--- config.mk ---
export PLATFORM = sky130hd
export DESIGN_NAME = skt_search
export DESIGN_NICKNAME = d
export VERILOG_FILES = /design/src/hw/rtl/skt_pkg.sv /design/src/hw/rtl/skt_search.sv
export SDC_FILE = /design/constraint.sdc
export NUM_CORES = 1
export LEC_CHECK = 0
export BUFFER_PORTS_ARGS = -buffer_cell sky130_fd_sc_hd__buf_2
export CAP_MARGIN = 20
export CELL_PAD_IN_SITES_DETAIL_PLACEMENT = 1
export CELL_PAD_IN_SITES_GLOBAL_PLACEMENT = 2
export CORE_MARGIN = 4
export CORE_UTILIZATION = 26
export CTS_CLUSTER_DIAMETER = 80
export DETAILED_ROUTE_END_ITERATION = 16
export PLACE_DENSITY_LB_ADDON = 0.1
export SYNTH_ARGS = -nofsm -noshare
export SYNTH_HDL_FRONTEND = slang
export SYNTH_SLANG_ARGS = --single-unit
--- constraint.sdc ---
create_clock -name clock -period 4.4 [get_ports clock]
set_input_delay 0.22 -clock clock [delete_from_list [all_inputs] [get_ports clock]]
set_output_delay 0.22 -clock clock [all_outputs]
set_load 0.01 [all_outputs]
--- src/hw/rtl/skt_pkg.sv ---
`timescale 1ns / 1ps
`default_nettype none
// ----------------------------------------------------------------------------
// Sorted key table package
// Item types, operation and status codes, and control types shared by the
// cells, the search unit and the top level.
// ----------------------------------------------------------------------------
package skt_pkg;

   localparam int KEY_W    = 32;
   localparam int CMD_W    = 2;
   localparam int STATUS_W = 2;
   localparam int POS_W    = 6;
   localparam int COUNT_W  = 7;

   localparam logic [CMD_W-1:0] CMD_INSERT = 2'd0;
   localparam logic [CMD_W-1:0] CMD_SEARCH = 2'd1;
   localparam logic [CMD_W-1:0] CMD_DELETE = 2'd2;

   localparam logic [STATUS_W-1:0] STATUS_OK        = 2'd0;
   localparam logic [STATUS_W-1:0] STATUS_FULL      = 2'd1;
   localparam logic [STATUS_W-1:0] STATUS_NOT_FOUND = 2'd2;

   typedef struct packed {
      logic [CMD_W-1:0]        command;
      logic signed [KEY_W-1:0] key;
   } req_type;

   typedef struct packed {
      logic [STATUS_W-1:0] status;
      logic [POS_W-1:0]    position;
      logic [COUNT_W-1:0]  count;
   } rsp_type;

   typedef enum logic [1:0] {
      CELL_HOLD,
      CELL_INSERT,
      CELL_DELETE
   } cell_op_type;

   typedef struct packed {
      cell_op_type             op;
      logic signed [KEY_W-1:0] key;
   } cell_ctrl_type;

   typedef struct packed {
      logic gt;
      logic eq;
   } cmp_flags_type;

   typedef struct packed {
      logic load;
      logic step;
      logic stop_on_equal;
   } srch_ctrl_type;

   typedef struct packed {
      logic done;
      logic found;
   } srch_stat_type;

   typedef enum logic [2:0] {
      S_IDLE,
      S_COMPARE,
      S_SEARCH,
      S_UPDATE,
      S_RESPOND
   } state_type;

endpackage
`default_nettype wire

--- src/hw/rtl/skt_search.sv ---
`timescale 1ns / 1ps
`default_nettype none
// ----------------------------------------------------------------------------
// Sorted key table search unit
// Binary search over the cells' registered compare flags, one probe per cycle.
// ----------------------------------------------------------------------------
module skt_search #(
   parameter int DEPTH = 64
) (
   input  logic                           clock,
   input  logic                           reset,
   input  skt_pkg::srch_ctrl_type         ctrl,
   input  logic [$clog2(DEPTH+1)-1:0]     count,
   input  logic [DEPTH-1:0]               gt_vec,
   input  logic [DEPTH-1:0]               eq_vec,
   output skt_pkg::srch_stat_type         stat,
   output logic [$clog2(DEPTH)-1:0]       pos
);
   import skt_pkg::*;

   localparam int IW = $clog2(DEPTH);
   localparam int CW = $clog2(DEPTH+1);

   // The window is [lo, hi); hi is exclusive so that an empty table needs no
   // negative bound.
   logic [CW-1:0] lo_ff;
   logic [CW-1:0] lo_in;
   logic [CW-1:0] hi_ff;
   logic [CW-1:0] hi_in;
   logic [CW:0]   mid_sum;
   logic [IW-1:0] mid;
   logic          active;
   logic          hit;

   always_comb begin
      active  = lo_ff < hi_ff;
      mid_sum = {1'b0, lo_ff} + {1'b0, hi_ff} - (CW+1)'(1);
      mid     = mid_sum[IW:1];
      hit     = ctrl.stop_on_equal && active && eq_vec[mid];
      stat.done  = !active || hit;
      stat.found = hit;
      pos        = hit ? mid : lo_ff[IW-1:0];
   end

   always_comb begin
      lo_in = lo_ff;
      hi_in = hi_ff;
      if (ctrl.load) begin
         lo_in = '0;
         hi_in = count;
      end else if (ctrl.step && !stat.done) begin
         if (gt_vec[mid]) begin
            hi_in = CW'(mid);
         end else begin
            lo_in = CW'(mid) + CW'(1);
         end
      end
   end

   always_ff @(posedge clock) begin
      if (reset) begin
         lo_ff <= '0;
         hi_ff <= '0;
      end else begin
         lo_ff <= lo_in;
         hi_ff <= hi_in;
      end
   end

endmodule
`default_nettype wire

Yosys cells after proc, flatten, opt, wreduce, memory -nomap -nowiden
Index checks and enable logic that the tools add are counted. Widths: inputs -> output; s select.

Flip-flop bits (word level): 14. Word-level logic and storage cells: 27. Bits in latches: 0. Bits of input ports: 140. Memories: 0. Output and inout port bits: 8. Memory bits (writable): 0. ROM bits: 0.

Magnitude comparators: 2. $add $sub $neg: 3. Equality and inequality tests: 0. Multipliers: 0. Divide/modulo/power cells: 0. Bitwise gates (word level): 1. Multiplexer cells: 8. Reduce and logical (&&, ||, !) cells: 11. Shifts and indexed selects: 0.

Operator list (count): $mux 7 (3); $bmux 1 s6 (2); $add 6x1->7 const B (1); $add 7x7->7 (1); $lt 6x7->1 const B (1); $lt 7x7->1 (1); $sub 7x1->7 const B (1); $mux 6 (1); $reduce_and 2->1 (2); $reduce_bool 2->1 (2); $logic_and 1x1->1 (3); $logic_not 1->1 (2); $mux 1 (2); $reduce_or 2->1 (1); $logic_or 1x1->1 (1); $not 1->1 (1).

Logic depth before layout (Yosys ltp)
Gate-level depths: netlist (run 1).

Word-level depth: 10. Depth in mapped cells: 14. Depth with buffers taken out: 13.

Worst setup path after synthesis (run 1)
OpenSTA, ideal clock, no wires.

Path kind: reg-to-reg. Start point: register lo_ff[2]. End point: register hi_ff[3]. Slack: 0.992 ns. Cell stages (with the launch flop): 14. Required time: 4.278 ns. Arrival time: 3.286 ns. Library setup time: 0.122 ns. Path through: dfxtp_1 -> inv_1 -> ha_1 -> xor2_1 -> ha_1 -> buf_2 -> buf_1 -> mux4_2 -> mux2i_1 -> mux2i_4 -> mux2i_4 -> a221o_4 -> a211oi_4 -> a221o_1.

Longest elaborated chain between the ends: 10. Elaborated cells on any way between the ends: 19. Those cells by class: add/sub: 2; order compare: 1; mux: 7; reduce/logical: 9.

RTL lines: start: declaration (RTL line skt_search.sv:26) `logic [CW-1:0] lo_ff;`; start signal: assignment (RTL line skt_search.sv:65) `lo_ff <= lo_in;`; $add 7x7->7 (RTL line skt_search.sv:37) `mid_sum = {1'b0, lo_ff} + {1'b0, hi_ff} - (CW+1)'(1);`; $sub 7x1->7 (RTL line skt_search.sv:37); $bmux 1 s6 (RTL line skt_search.sv:39) `hit = ctrl.stop_on_equal && active && eq_vec[mid];`; $mux 1 (implied by the code) (RTL line skt_search.sv:39); $logic_and 1x1->1 (RTL line skt_search.sv:39); $logic_or 1x1->1 (RTL line skt_search.sv:40) `stat.done = !active || hit;`; $logic_not 1->1 (RTL line skt_search.sv:51) `end else if (ctrl.step && !stat.done) begin`; $logic_and 1x1->1 (RTL line skt_search.sv:51); $reduce_bool 2->1 (no line); $reduce_and 2->1 (no line); end signal: assignment (RTL line skt_search.sv:66) `hi_ff <= hi_in;`; end: declaration (RTL line skt_search.sv:28) `logic [CW-1:0] hi_ff;`.

Parallel ways exist; a longest one is shown, timed or not. The select of a mux whose other input is x is not followed. A chain may end at the register's enable or synchronous reset.

Worst setup path in the final report (run 1)
Start point: register lo_ff[2]. End point: output port pos[3].

Longest elaborated chain between the ends: 6. Elaborated cells on any way between the ends: 8. Those cells by class: add/sub: 2; order compare: 1; mux: 3; reduce/logical: 2.

RTL lines: $add 7x7->7 (RTL line skt_search.sv:37); $sub 7x1->7 (RTL line skt_search.sv:37); $bmux 1 s6 (RTL line skt_search.sv:39); $mux 1 (implied by the code) (RTL line skt_search.sv:39); $logic_and 1x1->1 (RTL line skt_search.sv:39); $mux 6 (*) (RTL line skt_search.sv:42) `pos = hit ? mid : lo_ff[IW-1:0];`; end: declaration (RTL line skt_search.sv:17) `output logic [$clog2(DEPTH)-1:0] pos`.

Mark *: on every way between the ends. The rest lies on a longest branch, timed or not. The select of a mux whose other input is x is not followed.

==> flow_summary.json, run 1 <==
{
  "slew_violations": 0,
  "relSlewSlack_pct": 59.78,
  "r2r_slack_ps": 580,
  "drt_iter0_drc": 91,
  "syn-cell-area_mm2": 0.002544,
  "skew_ps": 3.758,
  "wl_per_cell_um": 18.67,
  "setup_tns_ps": 0,
  "slowest_delay_ps": 600,
  "min_period_ps": 4114,
  "final_core_util_pct": 37.49,
  "cts_root_buf": "clkbuf_8",
  "clock_latency_ps": 250,
  "clk_pin_slew_worst_paths_ps": 60,
  "critical_path.top_delay_family": "compound AO/OA/AOI/OAI gates",
  "hold_path_class": "input port to flip-flop",
  "first_pass_iters": 4,
  "dieArea_mm2": 0.01143,
  "finalCritPeriodShare_pct": 93.50,
  "reg2reg_depth": 12,
  "antenna_found_initial": 0,
  "fmax_mhz": 243.1,
  "start_util_pct": 27.14,
  "routed-via-count": 2505,
  "rows": 35,
  "critical_path_class": "flip-flop to output port",
  "yosys.cell_types.count": 55,
  "die_h_um": 106.9,
  "wirelength_um": 9502,
  "overflow": 0,
  "gp_congestion": 0.8084,
  "clockBufferDepth": 2,
  "hpwlAfterDp_um": 8453,
  "syn_avg_cell_area_um2": 10.92,
  "hold_depth": 2,
  "cts_tree": "built",
  "dp_cells": 503,
  "core_mm2": 0.009371,
  "cts.sinks": 14,
  "finalNonFillerCells": 509,
  "critPathArrivalTime_ps": 3890,
  "cts_htree_levels": 1,
  "setup_viol": 0,
  "end_kind": "output port",
  "ys_ff_latch": 14,
  "path_cells": "inv_1, ha_1, xor2_1, ha_1, o21bai_2, xnor2_4, buf_4, nand2_1, nand3_1, o211ai_2, a221oi_4, mux2_1, buf_2",
  "ys_seq_area_share_pct": 11.02,
  "die_w_um": 106.9,
  "grt_pass1_wl_um": 15120,
  "crit_required_ps": 4180,
  "critPathMostFrequentCell": "ha_1",
  "critical_path.slowest_cell": "a221oi_4",
  "n_antenna_cell": 0,
  "grt_pass1_vias": 2881,
  "timing.rr.start": "lo_ff[2]",
  "postCtsHoldBufs": 0,
  "cp_max_fo": 9,
  "crit_end": "pos[3]",
  "grt_max_degree": 27,
  "ys.flop_type": "dfxtp_1",
  "rsz0062_at_grt": "false",
  "critPathBufInv": 3,
  "yosysWarnings": 0,
  "startpoint": "lo_ff[2]",
  "cp-start-kind": "flip-flop",
  "final_nets": 539,
  "async_reset_ff_share_pct": 0,
  "regToRegEndpoint": "hi_ff[3]",
  "drive_gt1_share_pct": 57.37,
  "cap_violations": 0,
  "routed_via_density": 4.921,
  "port_buffers": 147,
  "syn-num-nets": 391,
  "synth-edff-count": 0,
  "ant_nets": 0,
  "hold_viol_final": 0,
  "numCtsBuffers": 3,
  "status": "finished clean",
  "nFillCells": 1159,
  "tightest_slew_ps": 603.3,
  "netlist_instances": 233,
  "track_usage_pct": 16.82,
  "drcViolationCount": 0,
  "io_pins": 148,
  "area_delta_synth_final_pct": 38.12,
  "path_depth": 13
}
repair_timing:
action,4_1_cts,5_1_grt
gates resized for setup,0,1
setup buffers,0,2
setup endpoints to repair,0,6
state kept, by name, summed over array words and instances, names as in the netlist:
name	cells
lo_ff	7
hi_ff	7
metal layers:
layer | vias up | global-route usage [%] | part of all wire (%)
met5 | - | 0 | 0
met4 | 0 | 2.100 | 1.1
met3 | 10 | 2.769 | 4.8
met2 | 80 | 31.74 | 53
met1 | 1196 | 20.46 | 41
li1 | 1219 | - | -
worst reg2reg max path, stage by stage (launching register included):
cell,delay [ps]
dfxtp_1,330
inv_1,80
ha_1,380
xor2_1,190
ha_1,220
o21bai_2,280
a2111oi_2,570
a211oi_4,140
nor3_1,490
a22o_1,290
o21ai_0,110
nor3_1,440
a221o_1,240
final cells by class:
class	instances	area [µm²]	share of cell area, %
clock buffers	4	55.05	1.567
inverters	21	78.83	2.244
multi-input cells	184	2115	60.19
flip-flops and latches	14	280.3	7.977
well taps	129	161.4	4.594
repair buffers	157	823.3	23.43
how the worst min path moves through the flow:
stage / startpoint / endpoint / slack (ps)
after floorplan: reset / hi_ff[4] / 290
after global placement: count[6] / hi_ff[6] / 430
after detailed placement: count[6] / hi_ff[6] / 440
after CTS: count[6] / hi_ff[6] / 180
after global routing: count[6] / hi_ff[6] / 200
final: count[6] / hi_ff[6] / 180
layout by cell type (no fill, tap or decap), drive strengths merged, types with 4 or more instances in the layout:
cell type and n:
nand3 5, mux2i 24, a21oi 7, o21ai 4
xnor2 6, ha 18, dfxtp 14, and2 4
clkbuf 4, mux2 5, a21o 6, inv 21
nand2 8, nor2 4, a211oi 13, buf 157
nor3 7, or3 4, mux4 32, a221o 5
per-stage QoR:
stage / instance area [µm²] / worst slack, ps / hold slack [ps]
2_1_floorplan: 2544 / 992.4 / 292.8
3_3_place_gp: 3432 / 486.2 / 431.7
3_5_place_dp: 3432 / 309.2 / 436.2
4_1_cts: 3487 / 4.645 / 177.6
5_1_grt: 3513 / 19.90 / 195.1
6_report: 3513 / 285.9 / 184.6
logic make-up after synthesis:
| family | share of synthesized area [%] |
|---|---|
| compound gates | 18.54 |
| xor+xnor | 4.132 |
| fa+ha+maj | 8.854 |
| buf+inv | 6.395 |
| flops | 11.02 |
| mux | 40.97 |
| simple gates | 10.08 |
cell usage after synthesis (all sizes together) (2+ instances only):
library cell | number | share of area (%)
a221o | 5 | 2.4
a21oi | 7 | 1.5
buf | 12 | 3.0
a21o | 6 | 1.8
mux4 | 32 | 28
nor2b | 3 | 0.74
a211o | 2 | 0.74
dfxtp | 14 | 11
or3 | 4 | 0.98
nor2 | 4 | 0.98
o21bai | 2 | 0.74
mux2i | 24 | 10
a211oi | 13 | 5.2
xor2 | 3 | 1.0
nand2b | 3 | 0.74
mux2 | 5 | 2.2
ha | 18 | 8.9
and3 | 3 | 0.74
nor3 | 7 | 1.4
clkbuf | 2 | 0.30
or2 | 2 | 0.49
and2 | 4 | 0.98
nand3 | 5 | 0.98
xnor2 | 6 | 3.1
inv | 21 | 3.1
o22ai | 2 | 0.49
o21ai | 4 | 0.79
a22o | 2 | 0.69
nand2 | 8 | 1.2
a221oi | 2 | 2.1
Power of run 1 is left out: the tool's default activity adds up to more than one toggle a clock period on the data nets, which glitch-free logic cannot reach.
==> inputs of run 2 (changes only) <==
- CELL_PAD_IN_SITES_DETAIL_PLACEMENT: 1 -> not set
- CELL_PAD_IN_SITES_GLOBAL_PLACEMENT: 2 -> not set
- CORE_MARGIN: 4 -> 5
- CORE_UTILIZATION: 26 -> 45
- PLACE_DENSITY: not set -> 0.82
- PLACE_DENSITY_LB_ADDON: 0.1 -> not set
==> run 2 against run 1 <==
Core utilization is 24 points higher; non-clock buffer count fell by 6; final area down 3.3%; critical endpoint unchanged; global-route usage increased by 5.4 points; maximum frequency hardly changed; highest routed layer unchanged.
==> flow_summary.json, run 2 (same netlist as run 1, synthesis figures left out) <==
{
  "hold_path_class": "input port to flip-flop",
  "area_delta_synth_final_pct": 33.60,
  "critical_path.top_delay_family": "compound AO/OA/AOI/OAI gates",
  "wl_met1_um": 3139,
  "relSlewSlack_pct": 59.44,
  "cts.sinks": 14,
  "setup_tns_ps": 0,
  "io_pins": 148,
  "port_buffers": 147,
  "mostFrequentLayoutCells": "buf_2, mux4_2, mux2i_1",
  "ant_nets": 0,
  "grt_max_degree": 37,
  "routed.top_layer": "met4",
  "r2r_slack_ps": 540,
  "startpoint": "lo_ff[3]",
  "wl_per_cell_um": 18.01,
  "cp-start-kind": "flip-flop",
  "routed-via-count": 2499,
  "final_nets": 533,
  "critPathArrivalTime_ps": 3900,
  "min_from": "count[6]",
  "reg2reg_depth": 13,
  "cts_tree": "built",
  "post_cts_buffers": 0,
  "overflow": 0,
  "drcViolationCount": 0,
  "hold_viol_final": 0,
  "crit_required_ps": 4180,
  "setup_viol": 0,
  "grt_pass1_vias": 2798,
  "routed_via_density": 5.603,
  "critical_path.slowest_cell": "a221oi_4",
  "wl_met3_um": 635,
  "clk_pin_slew_worst_paths_ps": 60,
  "hold_depth": 2,
  "critical_path_class": "flip-flop to output port",
  "core_mm2": 0.005507,
  "postCtsHoldBufs": 0,
  "finalCritPeriodShare_pct": 93.55,
  "track_usage_pct": 22.20,
  "cts_htree_levels": 1,
  "start_util_pct": 46.19,
  "slowest_delay_ps": 630,
  "fin_ws_ps": 283.8,
  "pre_cts_ws_ps": 526.0,
  "min_to": "hi_ff[6]",
  "antenna_found_initial": 0,
  "fmax_mhz": 242.9,
  "tightest_slew_ps": 608.5,
  "largestRegisters": "hi_ff (7), lo_ff (7)",
  "first_pass_iters": 4,
  "rsz0062_at_grt": "false",
  "min_period_ps": 4116,
  "post_cts_resized": 0,
  "cts_root_buf": "clkbuf_8",
  "gp_congestion": 0.8691,
  "drive_gt1_share_pct": 56.68,
  "cap_violations": 0,
  "final_common_cell": "buf_2",
  "die_h_um": 85.19,
  "timing.rr.start": "lo_ff[3]",
  "skew_ps": 5.330,
  "wl_met2_um": 4085,
  "status": "finished clean",
  "hpwlAfterDp_um": 7025,
  "dieArea_mm2": 0.007256,
  "hold_ws_ps": 185.7,
  "final_core_util_pct": 61.71,
  "n_antenna_cell": 0,
  "regToRegEndpoint": "hi_ff[3]",
  "end_kind": "output port",
  "drt_iter0_drc": 128,
  "rows": 27,
  "numCtsBuffers": 3,
  "slew_violations": 0,
  "wirelength_um": 8034,
  "grt_pass1_wl_um": 12960,
  "critPathBufInv": 4,
  "clock_latency_ps": 250,
  "path_cells": "inv_1, ha_1, inv_1, ha_1, nor2b_1, a211oi_2, xnor2_2, buf_4, o211ai_2, a221oi_4, mux2_1, buf_2",
  "clockBufferDepth": 2,
  "cp_max_fo": 10,
  "die_w_um": 85.19
}
==> run 2: changes by cell type in the layout (fill, tap and decap cells not counted) <==
cell     before  now
xnor2_2       0    1
buf_4         9    2
xnor2_4       2    1
buf_12        1    2
==> run 2: through the flow <==
stage	area, µm²	std cells
after detailed placement	3343	442
after global placement	3343	442
after CTS	3398	446
after global routing	3398	446
final	3398	446
after floorplan	2544	233
==> run 2: final cells by class <==
type | count | area [µm²]
repair buffers | 151 | 790.8
multi-input cells | 184 | 2103
clock buffers | 4 | 55.05
inverters | 21 | 78.83
flip-flops and latches | 14 | 280.3
well taps | 72 | 90.09
fillers | 469 | 2108
==> run 2: worst max-delay path by stage <==
stage	slack, ps	cells after the start	end
floorplan	990	13	hi_ff[3]
global placement	620	12	pos[3]
detailed placement	530	12	pos[3]
CTS	260	12	pos[1]
global route	30	12	pos[1]
finish	280	12	pos[3]
==> run 2: worst register-to-register path, cell delays in order (launching register included) <==
cell and delay (ps):
dfxtp_1 370, inv_1 60, ha_1 270, inv_1 50, ha_1 470, nor2b_1 290
a211oi_2 130, xnor2_2 370, buf_4 280, mux2_2 370, o22ai_1 300, o21ai_0 150
nor3_1 460, a221o_1 240
==> run 2: layer usage <==
metal	track usage, %	vias up
li1	-	1202
met1	25.86	1167
met2	40.11	112
met3	5.340	18
met4	6.475	0
met5	0	-
Power of run 2 is left out for the same reason.
