[src/hw/rtl/skt_pkg.sv]
`timescale 1ns / 1ps
`default_nettype none
// ----------------------------------------------------------------------------
// Sorted key table package
// Item types, operation and status codes, and control types shared by the
// cells, the search unit and the top level.
// ----------------------------------------------------------------------------
package skt_pkg;

   localparam int KEY_W    = 32;
   localparam int CMD_W    = 2;
   localparam int STATUS_W = 2;
   localparam int POS_W    = 6;
   localparam int COUNT_W  = 7;

   localparam logic [CMD_W-1:0] CMD_INSERT = 2'd0;
   localparam logic [CMD_W-1:0] CMD_SEARCH = 2'd1;
   localparam logic [CMD_W-1:0] CMD_DELETE = 2'd2;

   localparam logic [STATUS_W-1:0] STATUS_OK        = 2'd0;
   localparam logic [STATUS_W-1:0] STATUS_FULL      = 2'd1;
   localparam logic [STATUS_W-1:0] STATUS_NOT_FOUND = 2'd2;

   typedef struct packed {
      logic [CMD_W-1:0]        command;
      logic signed [KEY_W-1:0] key;
   } req_type;

   typedef struct packed {
      logic [STATUS_W-1:0] status;
      logic [POS_W-1:0]    position;
      logic [COUNT_W-1:0]  count;
   } rsp_type;

   typedef enum logic [1:0] {
      CELL_HOLD,
      CELL_INSERT,
      CELL_DELETE
   } cell_op_type;

   typedef struct packed {
      cell_op_type             op;
      logic signed [KEY_W-1:0] key;
   } cell_ctrl_type;

   typedef struct packed {
      logic gt;
      logic eq;
   } cmp_flags_type;

   typedef struct packed {
      logic load;
      logic step;
      logic stop_on_equal;
   } srch_ctrl_type;

   typedef struct packed {
      logic done;
      logic found;
   } srch_stat_type;

   typedef enum logic [2:0] {
      S_IDLE,
      S_COMPARE,
      S_SEARCH,
      S_UPDATE,
      S_RESPOND
   } state_type;

endpackage
`default_nettype wire

[src/hw/rtl/skt_cell.sv]
`timescale 1ns / 1ps
`default_nettype none
// ----------------------------------------------------------------------------
// Sorted key table cell
// Holds one key, shifts toward either neighbor on insert or delete, and
// registers its comparison against the current item's key.
// ----------------------------------------------------------------------------
module skt_cell #(
   parameter int INDEX = 0,
   parameter int IDX_W = 6
) (
   input  logic                             clock,
   input  skt_pkg::cell_ctrl_type           ctrl,
   input  logic [IDX_W-1:0]                 upd_pos,
   input  logic signed [skt_pkg::KEY_W-1:0] key_left,
   input  logic signed [skt_pkg::KEY_W-1:0] key_right,
   output logic signed [skt_pkg::KEY_W-1:0] key_out,
   output skt_pkg::cmp_flags_type           flags_out
);
   import skt_pkg::*;

   localparam logic [IDX_W-1:0] MY_IDX = IDX_W'(INDEX);

   logic signed [KEY_W-1:0] key_ff;
   logic signed [KEY_W-1:0] key_in;
   cmp_flags_type           flags_ff;
   cmp_flags_type           flags_in;

   always_comb begin
      key_in = key_ff;
      case (ctrl.op)
         CELL_INSERT: begin
            if (MY_IDX > upd_pos) begin
               key_in = key_left;
            end else if (MY_IDX == upd_pos) begin
               key_in = ctrl.key;
            end
         end
         CELL_DELETE: begin
            if (MY_IDX >= upd_pos) begin
               key_in = key_right;
            end
         end
         default: begin
            key_in = key_ff;
         end
      endcase
   end

   always_comb begin
      flags_in.gt = key_ff > ctrl.key;
      flags_in.eq = key_ff == ctrl.key;
   end

   always_ff @(posedge clock) begin
      key_ff   <= key_in;
      flags_ff <= flags_in;
   end

   assign key_out   = key_ff;
   assign flags_out = flags_ff;

endmodule
`default_nettype wire

[config.mk]
export PLATFORM = sky130hd
export DESIGN_NAME = skt_cell
export DESIGN_NICKNAME = d
export VERILOG_FILES = /design/src/hw/rtl/skt_pkg.sv /design/src/hw/rtl/skt_cell.sv
export SDC_FILE = /design/constraint.sdc
export NUM_CORES = 1
export LEC_CHECK = 0
export BUFFER_PORTS_ARGS = -buffer_cell sky130_fd_sc_hd__buf_4
export CORE_UTILIZATION = 41
export CTS_CLUSTER_DIAMETER = 100
export DETAILED_ROUTE_END_ITERATION = 6
export PLACE_DENSITY = 0.78
export SYNTH_ARGS = -nofsm -noshare
export SYNTH_HDL_FRONTEND = slang
export SYNTH_SLANG_ARGS = --single-unit
[constraint.sdc]
create_clock -name clock -period 12.43 [get_ports clock]
set_clock_uncertainty 0.15 [all_clocks]
set_input_delay 0.6215 -clock clock [delete_from_list [all_inputs] [get_ports clock]]
set_output_delay 0.6215 -clock clock [all_outputs]
set_load 0.05 [all_outputs]
# Word-level counts from Yosys, hierarchy flattened
# Cells that the tools add are included.
[totals]
ff_bits = 34
inputBits = 105
out_inout_bits = 34
elab_cells = 18
[op_classes]
magnitude_cmp = 3
eq_ne = 5
mux = 4
n_reduce_logical = 3
[ops]
columns = ["operator", "n"]
rows = [
  ["$mux 32", 3],
  ["$pmux 32 s2", 1],
  ["$eq 32x32->1", 1],
  ["$gt 32x32->1", 1],
  ["$ge 1x6->1 const A", 1],
  ["$gt 1x6->1 const A", 1],
  ["$logic_not 6->1", 1],
  ["$ne 3x3->1 const B", 1],
  ["$reduce_and 3->1", 1],
  ["$eq 2x1->1 const B", 1],
  ["$eq 2x2->1 const B", 1],
  ["$ne 2x2->1 const B", 1],
  ["$reduce_bool 2->1", 1],
]

# Logic depth before layout (Yosys ltp)
# Gate-level depths: netlist (run 1).
[depth]
ltp_word = 4
depth_mapped = 8
mapped_depth_nobuf = 8

# Worst setup path before layout (run 1)
# OpenSTA, ideal clock, no wires.
[synth_timing]
path_type = "input to register"
startpoint = "input port upd_pos[3]"
endpoint = "register key_ff[0], in the netlist key_out[0], enable pin"
setup_time_ns = 0.505
arrival_ns = 4.255
required_time_ns = 11.775
path_slack_ns = 7.520
cell_stages = 2
n_path_buf = 0
path_cell_list = "or4_1 nor4_1"
[synth_between]
elab_chain_cells = 3
word_cells_on_any_way = 6
cone_classes = "2 x order compare; 2 x eq/ne; 2 x reduce/logical"
[synth_lines]
columns = ["item", "line", "source"]
rows = [
  ["start, declared", "skt_cell.sv:14", "input logic [IDX_W-1:0] upd_pos,"],
  ["$gt 1x6->1 (tied with other cells)", "skt_cell.sv:33", "if (MY_IDX > upd_pos) begin"],
  ["$ne 3x3->1 (no line) / $ne 2x2->1 (equally long branches)", "-", ""],
  ["$reduce_and 3->1 (no line) *", "-", ""],
  ["end signal, assigned", "skt_cell.sv:56", "key_ff <= key_in;"],
  ["end, declared", "skt_cell.sv:24", "logic signed [KEY_W-1:0] key_ff;"],
]
# Mark *: on every way between the ends. The rest lies on a longest branch, timed or not.
# A chain may end at the register's enable or synchronous reset.

# Final worst setup path (run 1)
[layout_timing]
startpoint = "input port ctrl[32] in the netlist's numbering"
endpoint = "register key_ff[0], in the netlist key_out[0], data pin"
[layout_between]
elab_chain_cells = 2
word_cells_on_any_way = 3
cone_classes = "2 x eq/ne; 1 x mux"
[layout_lines]
columns = ["item", "line", "source"]
rows = [
  ["start, declared", "skt_cell.sv:13", "input skt_pkg::cell_ctrl_type ctrl,"],
  ["$eq 2x2->1 / $eq 2x1->1 (equally long branches)", "skt_cell.sv:31", "case (ctrl.op)"],
  ["$pmux 32 s2 *", "skt_cell.sv:31", ""],
  ["net key_in[0]", "skt_cell.sv:25", "logic signed [KEY_W-1:0] key_in;"],
]
# The timed path passes the listed nets; every way through them passes the cells marked *.

==> metrics list, run 1 <==
- Status: finished, final reports clean
* Combined area of the multi-input logic cells: 1030 µm²
- For this block, the routed nets add up to 5.13 mm of wire.
- For the final routed database, the setup TNS stands at 0 ns.
- First-pass GRT wire length: 7.77 mm
* Final setup violation count: 0
- Among all cell types in the netlist, the one instantiated most often is sky130_fd_sc_hd__nand2_1.
- Number of antenna cells inserted: 0
* Share of post-route cells with drive strength above 1: 35.5%
* Mean routed wirelength per cell: 12.8 µm
- In the finished design, the share of the clock period the worst path needs comes to 17.2%.
- The routed design uses 248 µm of met3 wire.
- Tightest slew margin relative to the limit: 24.9%
* Highest clock rate: 467 MHz
- In this run the core area contains 26 standard-cell rows.
- Synthesis produced a netlist with a net count of 361.
- Once detail routing completed, the nets flagged for antenna violations numbered 0.
* Area taken by flip-flops and latches: 1000 µm²
* Unique cell type count in the Yosys netlist: 29
- The detailed router put a total of 2.25 mm of wire on met1.
* Post-Synthesis Mean Instance Area: 9.70 µm²
- Entering global routing, the biggest net connects 64 pins.
- Yosys attributes the largest share of cell area to sky130_fd_sc_hd__edfxtp_1 44%, sky130_fd_sc_hd__ha_1 18%, sky130_fd_sc_hd__o21ai_0 7.8%, sky130_fd_sc_hd__nand2_1 6.7%, sky130_fd_sc_hd__inv_1 5.7%.
- Number of antenna violations at the first check in global routing: 0
- For this design the top-level I/O count stands at 139.
- Top cell type's share of synthesized area: 44.2%
- For the worst-skew pair, the clock arrives at the later sink with an insertion delay of 0.28 ns.
- Data arrival, critical path: 2.03 ns
- Worst-case clock buffer depth: 2
- Root buffer cell: sky130_fd_sc_hd__clkbuf_8
- Count of flip-flops with a built-in enable after synthesis: 32
* Routed vias: 1966
- Total global routing track utilization: 18.6%
- Number of buffers created by CTS: 5
- The worst setup path is captured at a flop.
- Gates resized during post-CTS repair numbered 0.
* Maximum capacitance violations: 0
- Sum of overflow across all layers after global routing: 0
* Final Wtd Congestion: 0.843
- After legalization and detailed placement, the total HPWL measured 4.13 mm.
- After layout, the minimum clock period comes to 2.14 ns.
- Die span in x: 74.8 µm
- Peak supply drop: 56.1 µV
- The max-slew violation total from the final report is 0.
- The most critical setup path has its startpoint at ctrl[32].
- Register area share after synthesis: 46.1%
* DR top layer: met4
- For this run, asynchronously set or reset flops after synthesis account for 0%.
- The analysis attributes to cell leakage a power of 1.47 nW.
- Data required, critical path: 12.31 ns
- TritonCTS built the clock tree.
- Highest fanout seen on the critical path: 63
* Wire length on met2: 2.57 mm
- Signed area change from the synthesized netlist to the final layout: 44.0%
* Setup repair after global routing missed its margin: false
- Commonest cells in the synthesized netlist: 39 x sky130_fd_sc_hd__nand2_1, 34 x sky130_fd_sc_hd__o21ai_0, 33 x sky130_fd_sc_hd__inv_1
- Initial Utilization: 42.6%
- The setup path with the least slack is of type in -> reg.
- In the routed design, unresolved DRC markers number 0.
- Die Y-Extent: 74.8 µm
- During placement, the flow inserted port buffers numbering 106.
- Clock-pin slew was measured on the worst setup and hold paths at 0.07 ns.
* Level count of the clock H-tree: 2
- STA classifies the critical path startpoint as an input pin.
- The first routing iteration left 60 violations.
* Worst min-delay path category: in -> reg
- Drt first pass iters: 4
- For this run, the number of Yosys warnings is 0.
- Summed area of non-filler cells in the final layout: 3130 µm²
* Actual transition at the worst max-transition pin: 1.12 ns
- After detailed placement, the total cell area comes to 3050 µm².
- In this run the critical register-to-register path is launched from key_out[14].
* Vias in the first global route: 1836
* Number of post-CTS setup repair buffers: 0
* Power density cells: 80.6 nW/µm²
- Hold repair after CTS inserted 0 buffers.
- Fin nets: 468
- Among all flip-flop cells after synthesis, the most frequent one is sky130_fd_sc_hd__edfxtp_1.
* Routed via count divided by cell count: 4.89
* Fill cells: 441
- Hold Violations, Final: 0
- After technology mapping, the gate count stands at 224.
- The startpoint identified for the worst hold timing path is key_right[20].
* Synthesized cell area: 2170 µm²
- CORE AREA: 5110 µm²
- The floorplan step defined a die boundary enclosing 5600 µm².
* Sinks on Clock Net: 34
- Cell taking the most area after synthesis: sky130_fd_sc_hd__edfxtp_1
* Register bit count reported by yosys: 34
[state kept, by name (all words and copies together) (netlist names)]
signal	flops
key_out	32
flags_out	2
[area by class of cell]
| cell class | count | area share [%] |
|---|---|---|
| clock inverters | 3 | 0.360 |
| multi-input cells | 150 | 33.1 |
| inverters | 33 | 3.96 |
| repair buffers | 107 | 25.7 |
| flip-flops and latches | 34 | 32.0 |
| well taps | 70 | 2.80 |
| clock buffers | 5 | 2.20 |
[per-stage QoR]
step	utilization [%]	hold slack, ns	std cells	worst slack, ns	power, W
2_1_floorplan	-	0.659	224	7.52	0.000155
3_3_place_gp	59.7	0.507	394	9.97	0.000178
3_5_place_dp	59.7	0.518	394	9.96	0.000180
4_1_cts	61.3	0.452	402	10.26	0.000256
5_1_grt	61.3	0.464	402	10.17	0.000265
6_report	61.3	0.459	402	10.29	0.000252
[where the power goes]
group	switching, W	internal [W]	leakage, nW
sequential	0.000000529	0.000127	0.297
clock	0.0000381	0.0000373	0.0407
combinational	0.0000234	0.0000256	1.13
total	0.0000620	0.000190	1.47
[layout by cell type, fill, tap and decap left out, types with 2 or more instances in the layout]
cell type	netlist	layout
sky130_fd_sc_hd__dfxtp_1	2	2
sky130_fd_sc_hd__clkinv_1	0	3
sky130_fd_sc_hd__clkbuf_8	0	5
sky130_fd_sc_hd__buf_4	0	107
sky130_fd_sc_hd__inv_1	33	33
sky130_fd_sc_hd__ha_1	32	32
sky130_fd_sc_hd__nand3_1	2	2
sky130_fd_sc_hd__nor4_1	4	3
sky130_fd_sc_hd__nand4_1	7	7
sky130_fd_sc_hd__a21o_1	2	2
sky130_fd_sc_hd__o21ai_0	34	34
sky130_fd_sc_hd__nor2_1	2	2
sky130_fd_sc_hd__nand2_1	39	39
sky130_fd_sc_hd__a21oi_1	10	10
sky130_fd_sc_hd__a221oi_1	3	3
sky130_fd_sc_hd__edfxtp_1	32	32
[worst paths after layout]
check | end | slack, ns | cells past startpoint
setup / recovery | key_out[0] | 10.29 | 3
hold / removal | key_out[20] | 0.46 | 3
setup reg to reg | flags_out[1] | 10.41 | 7
hold reg to reg | flags_out[1] | 0.52 | 2
[cell families (layout without fill, tap and decap cells)]
family / Yosys count / after routing / synth area share, %
flops: 34 / 34 / 46.1
xor+xnor: 1 / 1 / 0.403
simple gates: 60 / 60 / 12.7
fa+ha+maj: 32 / 32 / 18.4
buf+inv: 40 / 148 / 6.97
compound gates: 55 / 55 / 14.5
mux: 2 / 2 / 0.979
[worst max-delay path: stages]
cell and delay, ns:
sky130_fd_sc_hd__buf_4 0.13, sky130_fd_sc_hd__nor2b_4 0.86, sky130_fd_sc_hd__mux2_2 0.42
[metal layers]
layer | vias to the layer above | GRT usage, %
li1 | 1011 | -
met1 | 888 | 23.3
met2 | 61 | 32.1
met3 | 6 | 4.42
met4 | 0 | 5.03
met5 | - | 0
Note: power is estimated with default switching activity, not from simulation.
==> run 2: changes to the inputs <==
Clock period 12.43 ns to 2.2 ns, I/O delays scaled along.
==> run 2 against run 1 <==
First-iteration DRC count is 6.7% lower; combinational power rose to 6.8 times the previous value; wire length increased by 9.7%; worst hold slack worse by 0.42 ns; sequential power increased to 5.6 times the previous value; global-route usage up 2.3 points; largest power group unchanged.
==> metrics list, run 2 (same netlist as run 1, synthesis figures left out) <==
- Shortest period the worst path allows: 2.04 ns
* Number of standard-cell rows in the floorplan: 26
- CP max-delay cell: sky130_fd_sc_hd__edfxtp_1
- Of all nets on the critical path, the largest fanout is 2.
- Number of cells on the worst reg-to-reg path: 7
- Worst setup path category: reg -> reg
* Number of buffers created by CTS: 5
- Initial Utilization: 42.6%
- Across all layers, the routed design uses 2106 vias.
- Hold Violations, Final: 0
* Status: finished, final reports clean
- The worst hold path passes through 3 cells.
- Sum of overflow across all layers after global routing: 0
- The via count of the first global-routing pass is 1928.
- After routing the design area is 3520 µm².
- R2r setup slk: 0.16 ns
- Setup repair after global routing missed its margin: false
* Tightest slew margin relative to the limit: 70.5%
- DIE AREA: 5600 µm²
- Global routing used 20.9% of the available tracks across all layers.
* Detailed Place HPWL: 4.00 mm
* Drt first pass iters: 4
- Sum of buffers and inverters on the critical path: 0
- Number of max-slew violations in the final report: 0
- Port bufs: 106
- The tree built by TritonCTS fans out to 34 sinks.
* Data arrival, critical path: 2.08 ns
* Placed standard-cell area: 3090 µm²
- Type of destination of the critical path: flop
- Relative to the synthesized area, the layout overhead comes to 62.0%.
- Largest net degree at the start of global routing: 33
- Leaving out fill and tap cells, the most frequent cell in the layout is sky130_fd_sc_hd__buf_4.
- The first routing iteration left 56 violations.
* First-pass GRT wire length: 8.69 mm
* Number of antenna cells inserted: 0
- Routed via count divided by cell count: 4.81
* Cell type group with the largest total delay on the critical path: compound AO/OA/AOI/OAI gates
* Final routed DRC violation total: 0
- Share of post-route cells with drive strength above 1: 33.7%
- Number of antenna violations at the first check in global routing: 0
* Boundary pin count: 139
* Element type at the critical path start: flop
- The H-tree was split into 2 levels.
- Clock-pin slew was measured on the worst setup and hold paths at 0.07 ns.
- Share of the core filled with cells in the final layout: 68.9%
- Setup violations remaining at the end of the flow were counted as 0.
* Number of cells in the design after placement: 396
- TritonCTS built the clock tree.
- Total Routed Length: 5.62 mm
- Highest clock rate: 491 MHz
- Largest register FFs: 32
* Number of cells in the finished layout apart from fillers: 438
- The die is 74.8 µm tall.
* Root buffer cell: sky130_fd_sc_hd__clkbuf_8
- Max stage delay on crit path: 0.42 ns
* Fin nets: 504
- Dividing the final minimum period by the clock period gives 92.5%.
- Leakage power figure: 1.63 nW
* Die span in x: 74.8 µm
- No sink is reached through more buffers than the 2 on the longest clock path.
- The endpoint identified for the worst register-to-register timing path is flags_out[1].
- R2r startpoint: key_out[29]
- The startpoint identified for the worst hold timing path is ctrl[20].
* Most frequent cell on the critical path: sky130_fd_sc_hd__a21o_1
- Walking the worst path, the cells encountered are ha_1 > a21o_1 > a21o_1 > a221oi_2 > o21ai_1 > a21oi_2 > mux2i_1.
- In the final routed layout, each cell accounts on average for 12.8 µm.
- Worst min-delay path category: in -> reg
- The congestion estimate from routability-driven global placement came to 0.779.
- Worst Hold Endpoint: key_out[20]
- Clock network latency to the later pin of the worst-skew pair: 0.28 ns
- The count of nets left with antenna violations once routing finished came out at 0.
* Data required, critical path: 2.25 ns
- CORE AREA: 5110 µm²
- Peak supply drop: 287 µV
- Dividing total power by cell area gives a power density of 425 nW/µm².
- In the layout the commonest cells are 109 x sky130_fd_sc_hd__buf_4, 39 x sky130_fd_sc_hd__nand2_1, 34 x sky130_fd_sc_hd__o21ai_0.
- Max-cap violations in this run came to 0.
- Actual transition at the worst max-transition pin: 0.439 ns
==> run 2: cell types whose count changed in the layout (fill, tap and decap cells not counted), sizes merged <==
cell,change
buf,+3
clkbuf,+3
clkinv,-3
dlygate4sd3,+33
==> run 2: area by class of cell <==
class | count | area (µm²)
well taps | 70 | 87.6
multi-input cells | 150 | 1060
inverters | 33 | 124
flip-flops and latches | 34 | 1000
repair buffers | 143 | 1170
fillers | 407 | 1590
clock buffers | 8 | 80.1
==> run 2: how the worst max path moves through the flow <==
stage	from	end	slack [ns]	cells past startpoint
2_1_floorplan	upd_pos[3]	key_out[0]	-0.13	2
3_3_place_gp	key_out[14]	flags_out[1]	0.21	7
3_5_place_dp	key_out[14]	flags_out[1]	0.19	7
4_1_cts	key_out[29]	flags_out[1]	0.14	7
5_1_grt	key_out[21]	flags_out[1]	0.03	7
6_report	key_out[29]	flags_out[1]	0.16	7
==> run 2: metrics by stage <==
step | total power [W] | hold WS (ns) | setup WS (ns) | setup TNS (ns)
6_report | 0.00149 | 0.0389 | 0.165 | 0
5_1_grt | 0.00158 | 0.0417 | 0.0302 | 0
4_1_cts | 0.00150 | 0.0359 | 0.140 | 0
3_5_place_dp | 0.00102 | 0.238 | 0.185 | 0
3_3_place_gp | 0.00101 | 0.232 | 0.214 | 0
2_1_floorplan | 0.000876 | 0.147 | -0.133 | -4.26
==> run 2: metal layers <==
layer | GRT usage [%] | wire length [µm]
met4 | 6.08 | 68
met3 | 4.69 | 252
met2 | 35.3 | 2830
met1 | 26.9 | 2470
met5 | 0 | 0
==> run 2: where the power goes <==
group | total, W | switching, W | internal, W | leakage [nW]
clock | 0.000439 | 0.000214 | 0.000225 | 0.0395
combinational | 0.000334 | 0.000146 | 0.000188 | 1.29
sequential | 0.000722 | 0.00000304 | 0.000719 | 0.297
total | 0.00149 | 0.000364 | 0.00113 | 1.63
==> run 2: timing repair <==
item                       4_1_cts  5_1_grt
hold buffers                    33        0
resized for setup                0        2
setup buffers                    0        1
setup endpoints to repair        0        1
hold endpoints to repair        32        0
==> run 2: tightest hold or removal path, stage by stage <==
cell                      delay [ns]
sky130_fd_sc_hd__buf_4          0.07
sky130_fd_sc_hd__inv_1          0.04
sky130_fd_sc_hd__o21ai_0        0.13
